`src/hdl/bpc_pkg.sv`:
```
package bpc_pkg;

	// Fraction bits of the Q16.16 format; also the number of quotient bits of the fade position.
	localparam int Q = 16;

	// Unity in unsigned Q1.16 as a 17-bit value.
	localparam logic [Q:0] ONE_Q16 = 17'h10000;

	// Reset value of the fade margin fraction.
	localparam logic [15:0] BLEND_FRAC_RST = 16'd6554;

	typedef enum logic [2:0] {
		REG_DEGREE     = 3'd0,
		REG_COEFF_A    = 3'd1,
		REG_COEFF_B    = 3'd2,
		REG_COEFF_C    = 3'd3,
		REG_COEFF_D    = 3'd4,
		REG_RANGE_LOW  = 3'd5,
		REG_RANGE_HIGH = 3'd6,
		REG_BLEND_FRAC = 3'd7
	} reg_idx_t;

	// Setup for one fade division: the numerator is clamped in front of the divider.
	typedef struct packed {
		logic        zero;
		logic        full;
		logic [31:0] rem;
	} div_in_t;

endpackage

```
`src/hdl/bpc_fade.sv`:
```
module bpc_fade (
	input  logic        clk,
	input  logic        en,
	input  logic [16:0] t,
	output logic [16:0] s
);
	import bpc_pkg::*;

	logic [16:0] t_s1;
	logic [16:0] t2_s1;
	logic [16:0] s_s2;

	logic [33:0] sq;
	logic [17:0] fac;
	logic [35:0] cub;
	logic [19:0] sv;

	assign sq  = 34'(t) * 34'(t) + 34'h8000;
	assign fac = 18'd196608 - {t_s1, 1'b0};
	assign cub = 36'(t2_s1) * 36'(fac) + 36'h8000;
	assign sv  = cub[35:16];

	always_ff @(posedge clk) begin
		if (en) begin
			t_s1  <= t;
			t2_s1 <= sq[32:16];
			s_s2  <= (sv > 20'(ONE_Q16)) ? ONE_Q16 : sv[16:0];
		end
	end

	assign s = s_s2;

endmodule

```
`config.mk`:
```
export PLATFORM = sky130hd
export DESIGN_NAME = bpc_fade
export DESIGN_NICKNAME = d
export VERILOG_FILES = /design/src/hdl/bpc_pkg.sv /design/src/hdl/bpc_fade.sv
export SDC_FILE = /design/constraint.sdc
export NUM_CORES = 1
export LEC_CHECK = 0
export ABC_AREA = 1
export BUFFER_PORTS_ARGS = -buffer_cell sky130_fd_sc_hd__buf_2
export CAP_MARGIN = 20
export CORE_MARGIN = 2
export CORE_UTILIZATION = 35
export DETAILED_ROUTE_END_ITERATION = 12
export PLACE_DENSITY = 0.61
export SYNTH_ARGS = -nofsm -noshare
export SYNTH_HDL_FRONTEND = slang
export SYNTH_SLANG_ARGS = --single-unit
```
`constraint.sdc`:
```
create_clock -name clk -period 14.27 [get_ports clk]
set_clock_uncertainty 0.2 [all_clocks]
set_input_delay 1.427 -clock clk [delete_from_list [all_inputs] [get_ports clk]]
set_output_delay 1.427 -clock clk [all_outputs]
set_load 0.1 [all_outputs]
```
After elaboration in Yosys (flattened, before gate mapping). Index checks and enable logic that the tools add are counted.

Register bits after elaboration: 51. Input bits: 19. Output and inout bits: 17. Logic and storage cells: 9.

Add/sub/neg operators: 3. $mul: 2. Magnitude comparators: 1.

Operator list (number): $add 35x16->36 const B (1); $mul 17x18->35 (1); $add 33x16->33 const B (1); $mul 17x17->33 (1); $gt 20x17->1 const B (1); $sub 18x18->18 const A (1).

Depth between registers and ports, before layout.
Depth after elaboration: 4. Gate-level depth with buffers: 42. Depth with buffers taken out: 39.

Worst setup path before layout. Ideal clock, no wire load.

Kind: register to register. Start: register t_s1[0]. End: register s_s2[10], in the netlist s[10], data pin. Library setup time: 0.146 ns. Arrival time: 6.864 ns. Required time: 13.924 ns. Path slack: 7.060 ns. Stages on the path, launching flop included: 37. Path through: edfxtp_1 buf_6 inv_1 ha_1 nand4_1 nor2_1 nand2_1 nor2_1 nand4_1 and2_1 clkbuf_1 inv_1 clkbuf_1 nor2_1 fa_1 inv_1 fa_1 fa_1 inv_1 fa_1 fa_1 inv_1 fa_1 inv_1 ha_1 nand2_1 nor2_1 and2_1 nand3_1 nand3_1 nand2_1 nand2_1 a21oi_1 xor2_1 nand2_2 buf_6 a21oi_1.

Word-level cells in the longest chain between the ends: 4.

Ends and longest elaborated chain: start, declared (line bpc_fade.sv:9) `logic [16:0] t_s1;`; start signal, assigned (line bpc_fade.sv:25) `t_s1 <= t;`; $sub 18x18->18 (*) (line bpc_fade.sv:19) `assign fac = 18'd196608 - {t_s1, 1'b0};`; $mul 17x18->35 (*) (line bpc_fade.sv:20) `assign cub = 36'(t2_s1) * 36'(fac) + 36'h8000;`; $add 35x16->36 (*) (line bpc_fade.sv:20); $gt 20x17->1 (line bpc_fade.sv:27) `s_s2 <= (sv > 20'(ONE_Q16)) ? ONE_Q16 : sv[16:0];`; end signal, assigned (line bpc_fade.sv:27); end, declared (line bpc_fade.sv:11) `logic [16:0] s_s2;`.

Mark *: on every way between the ends. The rest lies on a longest branch, timed or not. A chain may end at the register's enable or synchronous reset.

Worst setup path after layout.
Start: register t_s1[0]. End: register s_s2[5], in the netlist s[5], data pin.

Same word-level chain as after synthesis.

==> results.json <==
{
  "status": "completed",
  "coreArea_mm2": 0.05880,
  "area_growth_pct": 4.849,
  "rr_worst_depth": 37,
  "place_inst": 3350,
  "syn_avg_cell_area_um2": 7.939,
  "max_stage_delay_ns": 0.70,
  "path_max_fanout": 17,
  "dr.pass1.iters": 5,
  "endpoint_kind": "register",
  "finalCritPeriodShare_pct": 60.49,
  "drtAntennaViolNets": 0,
  "wire_per_inst_um": 14.52,
  "hold_buffers": 0,
  "port_buffers": 35,
  "async_flop_share_pct": 0,
  "r2r_end": "s[5]$_SDFFCE_PN0P_",
  "antenna_found_initial": 2,
  "die_w_um": 247.5,
  "synthTopCellsByCount": "inv_1 (806), nand2_1 (491), fa_1 (418)",
  "die_h_um": 247.5,
  "synth_area_leaders": "fa_1 (40%), inv_1 (15%), ha_1 (14%)",
  "slew_headroom_pct": 47.15,
  "drive_gt1_share_pct": 3.056,
  "post_cts_buffers": 0,
  "critPathArrivalTime_ns": 8.58,
  "worstHoldPathType": "register to register",
  "synth_largest_area_cell": "fa_1",
  "maxCapViolations": 0,
  "synth_top_area_share_pct": 40.34,
  "crit_start": "t_s1[0]$_DFFE_PP_",
  "track_usage_pct": 17.01,
  "placed_area_mm2": 0.02159,
  "drc_errors": 0,
  "n_antenna_cell": 0,
  "rsz0062_at_grt": "false",
  "crit_top_cell": "nand2_1",
  "grt_pass1_vias": 16466,
  "vias": 15536,
  "totalWireLength_mm": 48.75,
  "max_clock_freq_mhz": 115.9,
  "drv_slew": 0,
  "place_hpwl_mm": 41.38,
  "worst_pin_slew_ns": 0.7927,
  "drt_iter0_drc": 972,
  "yosysMostFrequentCell": "inv_1",
  "synth_cells": 2613,
  "grt_pass1_wl_mm": 83.44,
  "hold_viol_final": 0,
  "cts_tree": "built",
  "syn_area_mm2": 0.02074,
  "rows": 89,
  "fin_crit_ns": 8.631,
  "min_path_cells": 8,
  "synth_ff_type": "edfxtp_1",
  "cp_slowest_cell": "edfxtp_1",
  "grt_max_degree": 52,
  "reg2reg_slack_ns": 5.64,
  "r2r-start": "t_s1[0]$_DFFE_PP_",
  "ios": 36,
  "cts-resized-gates": 0,
  "crit_end": "s[5]$_SDFFCE_PN0P_",
  "synth-seq-cells": 51,
  "htree_levels": 2,
  "seq_area_frac_synth_pct": 7.383,
  "synth-edff-count": 51,
  "ys_warn_count": 0,
  "synthDistinctLibCells": 43,
  "final_net_count": 3254,
  "crit_type": "register to register",
  "crit_path_start_kind": "register",
  "cts.sink_count": 51,
  "via_per_inst": 4.627,
  "root_buffer": "clkbuf_16",
  "layout_setup_ws_ns": 5.639,
  "setup_viol": 0,
  "clk_latency_ns": 0.31,
  "start_util_pct": 35.28,
  "place_congestion": 0.9066,
  "fin_tns_setup_ns": 0,
  "die_area_mm2": 0.06123,
  "clkTransAtPathRegs_ns": 0.08,
  "design_area_mm2": 0.02175,
  "required_ns": 14.22,
  "clockBufferDepth": 2,
  "cts_made_buffers": 5,
  "dpl_worst_slack_ns": 5.758,
  "syn_nets": 3283,
  "grt.overflow.total": 0,
  "stdcell_count": 3358
}
==> critical path: cells and delay by family, from the launching register on <==
kind | cells | cell delay (ns)
adder cells (fa/ha/maj) | 8 | 3.57
buffers and inverters | 6 | 0.76
AND/OR/NAND/NOR | 22 | 3.02
AO/OA/AOI/OAI | 1 | 0.23
flip-flops | 1 | 0.70
==> placed cells by master, fill, tap and decap left out, types with 3 or more instances in the layout <==
| master | count |
|---|---|
| o21a_1 | 5 |
| xor2_1 | 20 |
| nand3b_1 | 5 |
| nand3_1 | 59 |
| inv_1 | 806 |
| or2_2 | 5 |
| nand4_1 | 10 |
| nor4_1 | 3 |
| nor3_1 | 17 |
| fa_1 | 418 |
| xnor2_1 | 12 |
| nand2_2 | 6 |
| nand2_1 | 491 |
| o21bai_1 | 6 |
| nor2_1 | 225 |
| o21ai_0 | 39 |
| buf_2 | 35 |
| and2_1 | 6 |
| clkinv_1 | 7 |
| a21o_1 | 3 |
| nor2_2 | 10 |
| clkbuf_16 | 5 |
| edfxtp_1 | 51 |
| a211oi_1 | 3 |
| ha_1 | 233 |
| a21oi_1 | 77 |
| nor2_4 | 3 |
==> logic make-up (layout without fill, tap and decap cells) <==
logic type	after synthesis	after routing	share of synthesized area, %
xor+xnor	32	32	1.351
flops	51	51	7.383
fa+ha+maj	651	651	54.39
compound gates	143	143	3.806
simple gates	850	850	16.87
buf+inv	886	858	16.20
==> worst min-delay path by stage <==
| stage | start | endpoint | slack, ns |
|---|---|---|---|
| finish | t2_s1[2]$_DFFE_PP_ | s[0]$_SDFFCE_PN0P_ | 1.32 |
| floorplan | t2_s1[2]$_DFFE_PP_ | s[6]$_SDFFCE_PN0P_ | 0.89 |
| global route | t2_s1[2]$_DFFE_PP_ | s[6]$_SDFFCE_PN0P_ | 1.38 |
| detailed placement | t2_s1[2]$_DFFE_PP_ | s[0]$_SDFFCE_PN0P_ | 1.28 |
| CTS | t2_s1[2]$_DFFE_PP_ | s[0]$_SDFFCE_PN0P_ | 1.29 |
| global placement | t2_s1[2]$_DFFE_PP_ | s[0]$_SDFFCE_PN0P_ | 1.28 |
==> routing by layer <==
layer  GRT usage [%]  vias up  share of wire, %
met1           23.28     7704                46
met5               0        -                 0
met3           1.319       36               4.1
li1                -     7489                 -
met2           29.92      307                49
met4           2.624        0               1.3
==> flip-flops by register name, summed over array words and instances (netlist names) <==
register and cells:
s 17, t2_s1 17, t_s1 17
==> cell type report <==
cell class              count  area (um^2)
fillers                  6166        37050
multi-input cells        1676        15850
inverters                 813         3052
flip-flops and latches     51         1531
well taps                 773        967.2
repair buffers             37        190.2
clock buffers               5        125.1
clock inverters             3        31.28
==> stage by stage <==
stage          hold WS [ns]  util [%]
2_1_floorplan        0.8914         -
3_3_place_gp          1.283     36.73
3_5_place_dp          1.278     36.73
4_1_cts               1.294     36.99
5_1_grt               1.381     36.99
6_report              1.324     36.99
Power is not shown: default switching activity piles up to over one toggle a cycle in this logic, so the estimate is an artifact.
