## src/hdl/bpc_pkg.sv

```systemverilog
package bpc_pkg;

	// Fraction bits of the Q16.16 format; also the number of quotient bits of the fade position.
	localparam int Q = 16;

	// Unity in unsigned Q1.16 as a 17-bit value.
	localparam logic [Q:0] ONE_Q16 = 17'h10000;

	// Reset value of the fade margin fraction.
	localparam logic [15:0] BLEND_FRAC_RST = 16'd6554;

	typedef enum logic [2:0] {
		REG_DEGREE     = 3'd0,
		REG_COEFF_A    = 3'd1,
		REG_COEFF_B    = 3'd2,
		REG_COEFF_C    = 3'd3,
		REG_COEFF_D    = 3'd4,
		REG_RANGE_LOW  = 3'd5,
		REG_RANGE_HIGH = 3'd6,
		REG_BLEND_FRAC = 3'd7
	} reg_idx_t;

	// Setup for one fade division: the numerator is clamped in front of the divider.
	typedef struct packed {
		logic        zero;
		logic        full;
		logic [31:0] rem;
	} div_in_t;

endpackage

```

## src/hdl/bpc_divider.sv

```systemverilog
module bpc_divider (
	input  logic             clk,
	input  logic             en,
	input  bpc_pkg::div_in_t din,
	input  logic [31:0]      margin,
	output logic [16:0]      t
);
	import bpc_pkg::*;

	logic [31:0]  r_s    [1:Q];
	logic [Q-1:0] q_s    [1:Q];
	logic         zero_s [1:Q];
	logic         full_s [1:Q];

	logic [31:0]  r_nx [1:Q];
	logic [Q-1:0] q_nx [1:Q];

	// One restoring step: shift the remainder, subtract the margin where it fits.
	function automatic logic [31+Q:0] div_step(input logic [31:0] r, input logic [Q-1:0] q);
		logic [32:0] r2;
		r2 = {r, 1'b0};
		if (r2 >= {1'b0, margin})
			return {32'(r2 - {1'b0, margin}), q[Q-2:0], 1'b1};
		return {r2[31:0], q[Q-2:0], 1'b0};
	endfunction

	// One step per stage; the remainder stays below the margin whenever it starts below it.
	always_comb begin
		{r_nx[1], q_nx[1]} = div_step(din.rem, '0);
		for (int j = 2; j <= Q; j++) begin
			{r_nx[j], q_nx[j]} = div_step(r_s[j-1], q_s[j-1]);
		end
	end

	always_ff @(posedge clk) begin
		if (en) begin
			zero_s[1] <= din.zero;
			full_s[1] <= din.full;
			for (int j = 1; j <= Q; j++) begin
				r_s[j] <= r_nx[j];
				q_s[j] <= q_nx[j];
			end
			for (int j = 2; j <= Q; j++) begin
				zero_s[j] <= zero_s[j-1];
				full_s[j] <= full_s[j-1];
			end
		end
	end

	assign t = zero_s[Q] ? '0 : (full_s[Q] ? ONE_Q16 : {1'b0, q_s[Q]});

endmodule

```

## config.mk

```make
export PLATFORM = sky130hd
export DESIGN_NAME = bpc_divider
export DESIGN_NICKNAME = d
export VERILOG_FILES = /design/src/hdl/bpc_pkg.sv /design/src/hdl/bpc_divider.sv
export SDC_FILE = /design/constraint.sdc
export NUM_CORES = 2
export LEC_CHECK = 0
export BUFFER_PORTS_ARGS = -buffer_cell sky130_fd_sc_hd__buf_4
export CORE_ASPECT_RATIO = 1.75
export CORE_MARGIN = 2
export CORE_UTILIZATION = 65
export CTS_CLUSTER_SIZE = 40
export DETAILED_ROUTE_END_ITERATION = 7
export GPL_TIMING_DRIVEN = 0
export PLACE_DENSITY = 0.82
export SLEW_MARGIN = 5
export SYNTH_ARGS = -nofsm -noshare
export SYNTH_HDL_FRONTEND = slang
export SYNTH_SLANG_ARGS = --single-unit
```

## constraint.sdc

```tcl
create_clock -name clk -period 12.6 [get_ports clk]
set_input_delay 2.52 -clock clk [delete_from_list [all_inputs] [get_ports clk]]
set_output_delay 2.52 -clock clk [all_outputs]
set_load 0.02 [all_outputs]
```

Word level (Yosys, flattened, before mapping). Memory sizes are Yosys's and may differ from the RTL's. Cells that the tools add are included.

Memory bits (writable): 800. Register bits after elaboration: 0. Input port bits: 68. Memories: 4.

Multiplexer cells: 52. Order comparisons: 16. Add/sub/neg operators: 16.

Memory list: r_s (depth 16, width 32, rd ports 15, clocked after Yosys merged registers in 0, write ports 16, RTL line bpc_divider.sv:10) `logic [31:0] r_s [1:Q];`; q_s (depth 16, width 16, rd ports 16, clocked after Yosys merged registers in 0, write ports 16, RTL line bpc_divider.sv:11) `logic [Q-1:0] q_s [1:Q];`; full_s (depth 16, width 1, rd ports 16, clocked after Yosys merged registers in 0, write ports 16, RTL line bpc_divider.sv:13) `logic full_s [1:Q];`; zero_s (depth 16, width 1, rd ports 16, clocked after Yosys merged registers in 0, write ports 16, RTL line bpc_divider.sv:12) `logic zero_s [1:Q];`.

Operator list (count): $mux W48 (32); $ge A33 B32 Y1 (16); $sub A32 B32 Y32 (16); $mux W17 (2); $mux W1 (18).

Depth between registers and ports, before layout.
Depth in word-level cells: 3. Mapped depth: 16. Depth with buffers taken out: 13.

Worst setup path after synthesis. OpenSTA, ideal clock, no wires.

Kind: input port to flip-flop. Start: input margin[0]. End: register r_s[0][439] (netlist name). Setup time: 0.260 ns. Cell stages on the path: 15. Data arrival time: 5.477 ns. Path slack: 6.863 ns. Buffers on the path: 5. Path through: buf_4 -> buf_6 -> inv_1 -> clkbuf_1 -> ha_1 -> nand4_1 -> or4_1 -> nor3_1 -> a2111oi_4 -> inv_2 -> nor2_4 -> inv_2 -> buf_6 -> buf_6 -> mux2_4.

RTL lines: from (decl) (RTL line bpc_divider.sv:5) `input logic [31:0] margin,`.

==> impl_summary.log <==
INFO  metric outcome = completed
INFO  metric die_width = between 200 and 250 um
INFO  metric port-buffer-count = 84
INFO  metric post-place-cells = roughly 6300
INFO  metric postSynth.topFlopCell = sky130_fd_sc_hd__edfxtp_1
INFO  metric max_capacitance_violation_total = 0
INFO  metric grt_setup_unrepaired = false
INFO  metric synth_sequential_area_ratio = 0.384
INFO  metric fp.dieArea = between 80000 and 90000 sq um
INFO  metric totalWireLength = between 150000 and 200000 um
INFO  metric hold_violations = 0
INFO  metric finalNetCount = 5973
INFO  metric met1_use_gr = 0.366
INFO  metric synth-warning-count = 0
INFO  metric worst_setup_slack_for_register_to_register_paths = approximately 8.1 ns
INFO  metric post-route-period-util = 0.559
INFO  metric clock_skew = 0.0236 ns
INFO  metric drive_above_1_share = 0.0879
INFO  metric grt_max_degree = about 130
INFO  metric pin_count = 85
INFO  metric worstPathArrival = roughly 7.4 ns
INFO  metric grt_use_met3 = 0.0603
INFO  metric global_route_wire_length_before_repair = approximately 230000 um
INFO  metric clkSlewWorstSetupHoldPaths = around 0.06 ns
INFO  metric gr-usage-all-layers = 0.377
INFO  metric design_area = between 50000 and 60000 sq um
INFO  metric timing.final.max_slew_violations = 0
INFO  metric ctsHoldBuffers = 0
INFO  metric cts_buffers = 66
INFO  metric syn_area = between 50000 and 60000 sq um
INFO  metric place_hpwl = approximately 110000 um
INFO  metric route.detailed.vias_per_inst = 6.61
INFO  metric root_buffer = sky130_fd_sc_hd__clkbuf_16
INFO  metric cts.sink_count = ~650
INFO  metric worst_hold_slack = a little over 0.4 ns
INFO  metric clk-insertion-delay-late = roughly 0.67 ns
INFO  metric tightestPinTransition = ~1.5 ns
INFO  metric tritoncts = yes
INFO  metric timing.critical_path.from_type = input pin
INFO  metric synthXorXnorAreaFrac = 0.0659
INFO  metric post_synthesis_compound_gate_area_fraction = 0.205
INFO  metric floorplan.initialDensity = 0.655
INFO  metric finalWeightedCongestion = ~0.99
INFO  metric crit_required = between 10 and 15 ns
INFO  metric detailedRoute.firstPassIterationCount = 7
INFO  metric cts_max_level = 3
INFO  metric final-setup-viol-count = 0
INFO  metric avgRoutedWirePerCell = 23.8 um
INFO  metric synth_seq_cells = roughly 650
INFO  metric synth_fa_ha_area_frac = 0.132
INFO  metric area_growth = 8.65%
INFO  metric final_design_utilization = 0.712
INFO  metric post_syn_nets = 5807
INFO  metric remaining_drc_errors = 0
INFO  metric route.vias.total = 42700
INFO  metric total_of_cells_resized_after_clock_tree_synthesis = 0
INFO  metric post_synthesis_simple_gate_area_fraction = 0.140
INFO  metric gr-total-overflow = 0
INFO  metric postSynth.asyncResetShare = 0
INFO  metric route.antenna.remaining_nets = 0
INFO  metric synth.area.mux_share = 0.0473
INFO  metric ir_drop = 0.165 mV
INFO  metric post_cts_buffers = 0
INFO  metric achievable_clock_frequency = approximately 140 MHz
INFO  metric dpl_cell_area = around 53000 sq um
INFO  metric coreArea = about 77000 sq um
INFO  metric synth_edf_count = between 600 and 700
INFO  metric max-clock-path-buffers = 3
INFO  metric synth_area_leader_cell = sky130_fd_sc_hd__edfxtp_1
INFO  metric via_count_of_the_first_global_routing_pass = 43000
INFO  metric unique_cell_type_count_in_the_yosys_netlist = 105
INFO  metric final.setup.tns = 0 ns
INFO  metric antenna_found_initial = 4
INFO  metric synth.top_cell.area_share = 0.384
INFO  metric ys_top_cells_by_area = sky130_fd_sc_hd__edfxtp_1 (38%), sky130_fd_sc_hd__ha_1 (13%), sky130_fd_sc_hd__a21oi_1 (4.7%), sky130_fd_sc_hd__a21o_1 (4.0%), sky130_fd_sc_hd__o21ai_0 (3.9%)
INFO  metric timing.max_slew.rel_slack = 0.0270
INFO  metric fillers = 5970
INFO  metric timing.critical_path.fanout_max = 16
INFO  metric synth_top_family_by_area = compound AO/OA/AOI/OAI gates
INFO  metric use_met2 = 0.675
INFO  metric final-instance-count-excl-fill = between 6000 and 7000
INFO  metric timing_worst_setup_path_type = in2reg
INFO  metric clock_period_minus_final_worst_setup_slack = approximately 7.0 ns
INFO  metric syn-mean-instance-area = ~9.7 sq um
INFO  metric postSynthCellCount = about 5200
INFO  metric grt.busiest_layer = met2
INFO  metric std_cell_rows = 135
INFO  metric first_iter_violations = 3112
INFO  metric die_ht = approximately 370 um
INFO  metric power-per-cell-area = between 200 and 300 nW/um^2
INFO  metric critPathCaptureType = flip-flop
INFO  metric hold_path_class = reg2reg
INFO  metric p_leak = around 23 nW
-- power breakdown --
| group | internal, mW | leakage [nW] | total, mW | switching (mW) |
|---|---|---|---|---|
| Combinational | 3.73 | 15.2 | 8.97 | 5.24 |
| Clock | 1.10 | 1.02 | 1.99 | 0.890 |
| Sequential | 3.73 | 6.34 | 4.28 | 0.549 |
-- worst paths after layout --
path / depth (start not counted) / startpoint / end
worst max register to register: 11 / r_s[0][257] / r_s[0][316]
worst max-delay path: 12 / margin[14] / q_s[0][16]
worst min-delay path: 0 / q_s[0][200] / q_s[0][217]
worst min register to register: 0 / q_s[0][200] / q_s[0][217]
-- kinds of logic after synthesis --
| logic type | Yosys count |
|---|---|
| compound gates | 1636 |
| simple gates | 1491 |
| fa+ha+maj | 526 |
| flops | 648 |
| xor+xnor | 381 |
| buf+inv | 318 |
| mux | 213 |
-- cell usage in the layout (no fill, tap or decap), types with 16 or more instances in the layout --
cell type / synthesis / final
sky130_fd_sc_hd__a211oi_1: 36 / 36
sky130_fd_sc_hd__a21boi_0: 24 / 24
sky130_fd_sc_hd__a21o_1: 268 / 268
sky130_fd_sc_hd__a21oi_1: 471 / 471
sky130_fd_sc_hd__a31oi_1: 42 / 42
sky130_fd_sc_hd__and2_1: 44 / 44
sky130_fd_sc_hd__and3_1: 58 / 58
sky130_fd_sc_hd__buf_2: 24 / 24
sky130_fd_sc_hd__buf_4: 4 / 87
sky130_fd_sc_hd__clkbuf_1: 112 / 124
sky130_fd_sc_hd__clkbuf_16: 0 / 66
sky130_fd_sc_hd__edfxtp_1: 648 / 648
sky130_fd_sc_hd__ha_1: 511 / 511
sky130_fd_sc_hd__inv_1: 168 / 151
sky130_fd_sc_hd__inv_2: 4 / 21
sky130_fd_sc_hd__mux2_1: 32 / 32
sky130_fd_sc_hd__mux2_2: 157 / 157
sky130_fd_sc_hd__mux2i_1: 18 / 18
sky130_fd_sc_hd__nand2_1: 527 / 527
sky130_fd_sc_hd__nand2b_1: 79 / 79
sky130_fd_sc_hd__nand3_1: 96 / 96
sky130_fd_sc_hd__nand4_1: 67 / 67
sky130_fd_sc_hd__nor2_1: 330 / 330
sky130_fd_sc_hd__nor2b_1: 77 / 77
sky130_fd_sc_hd__nor3_1: 86 / 86
sky130_fd_sc_hd__nor4_1: 16 / 16
sky130_fd_sc_hd__o211ai_1: 18 / 18
sky130_fd_sc_hd__o21a_1: 68 / 68
sky130_fd_sc_hd__o21ai_0: 396 / 396
sky130_fd_sc_hd__o21ai_1: 22 / 22
sky130_fd_sc_hd__o21bai_1: 52 / 52
sky130_fd_sc_hd__o31ai_1: 41 / 41
sky130_fd_sc_hd__or2_2: 18 / 18
sky130_fd_sc_hd__or3_1: 29 / 29
sky130_fd_sc_hd__xnor2_1: 225 / 225
sky130_fd_sc_hd__xor2_1: 156 / 156
-- per-stage QoR --
| step | setup slack (ns) | total power, mW |
|---|---|---|
| detailed placement | 4.99 | 13.0 |
| CTS | 5.65 | 15.0 |
| global route | 5.39 | 16.1 |
| global placement | 3.69 | 12.8 |
| finish | 5.55 | 15.2 |
| floorplan | 6.86 | 10.6 |
-- flip-flops by register name, indices dropped and copies added, names as in the netlist --
name and count:
q_s 136, full_s 16, r_s 480, zero_s 16
-- synthesized netlist by cell type (86+ instances only) --
cell type and n:
sky130_fd_sc_hd__edfxtp_1 648, sky130_fd_sc_hd__nand2_1 527, sky130_fd_sc_hd__ha_1 511, sky130_fd_sc_hd__a21oi_1 471, sky130_fd_sc_hd__o21ai_0 396, sky130_fd_sc_hd__nor2_1 330
sky130_fd_sc_hd__a21o_1 268, sky130_fd_sc_hd__xnor2_1 225, sky130_fd_sc_hd__inv_1 168, sky130_fd_sc_hd__mux2_2 157, sky130_fd_sc_hd__xor2_1 156, sky130_fd_sc_hd__clkbuf_1 112
sky130_fd_sc_hd__nand3_1 96, sky130_fd_sc_hd__nor3_1 86
-- cell type report --
cell class / instances / area, sq um / share of cell area
inverter: 172 / 646 / 0.0117
multi-input combinational: 4247 / 29900 / 0.544
sequential: 648 / 19500 / 0.353
clock buffer: 79 / 1700 / 0.0309
buffer: 146 / 639 / 0.0116
tap: 1027 / 1280 / 0.0233
clock inverter: 37 / 392 / 0.00711
timing repair buffer: 98 / 1000 / 0.0182
antenna: 2 / 5.00 / 0.0000909
-- worst max-delay path, stage by stage --
cell and delay [ns]:
sky130_fd_sc_hd__buf_4 0.11, sky130_fd_sc_hd__inv_1 0.97, sky130_fd_sc_hd__ha_1 0.48, sky130_fd_sc_hd__a21o_1 0.21, sky130_fd_sc_hd__a21o_1 0.20, sky130_fd_sc_hd__a21oi_1 0.27, sky130_fd_sc_hd__o211ai_1 0.13, sky130_fd_sc_hd__a211oi_1 0.36
sky130_fd_sc_hd__o31ai_1 0.28, sky130_fd_sc_hd__a31oi_1 0.86, sky130_fd_sc_hd__clkbuf_1 0.59, sky130_fd_sc_hd__inv_1 0.36
-- per-layer routing --
metal  vias to the layer above  part of all wire  wire [um]
met5                         -          0.000072         11
met2                      1730              0.50      76600
met3                       714             0.057       8740
met1                     20300              0.33      51100
met4                         2              0.11      17000
li1                      19900                 -          -
(Power assumes the default switching activity.)
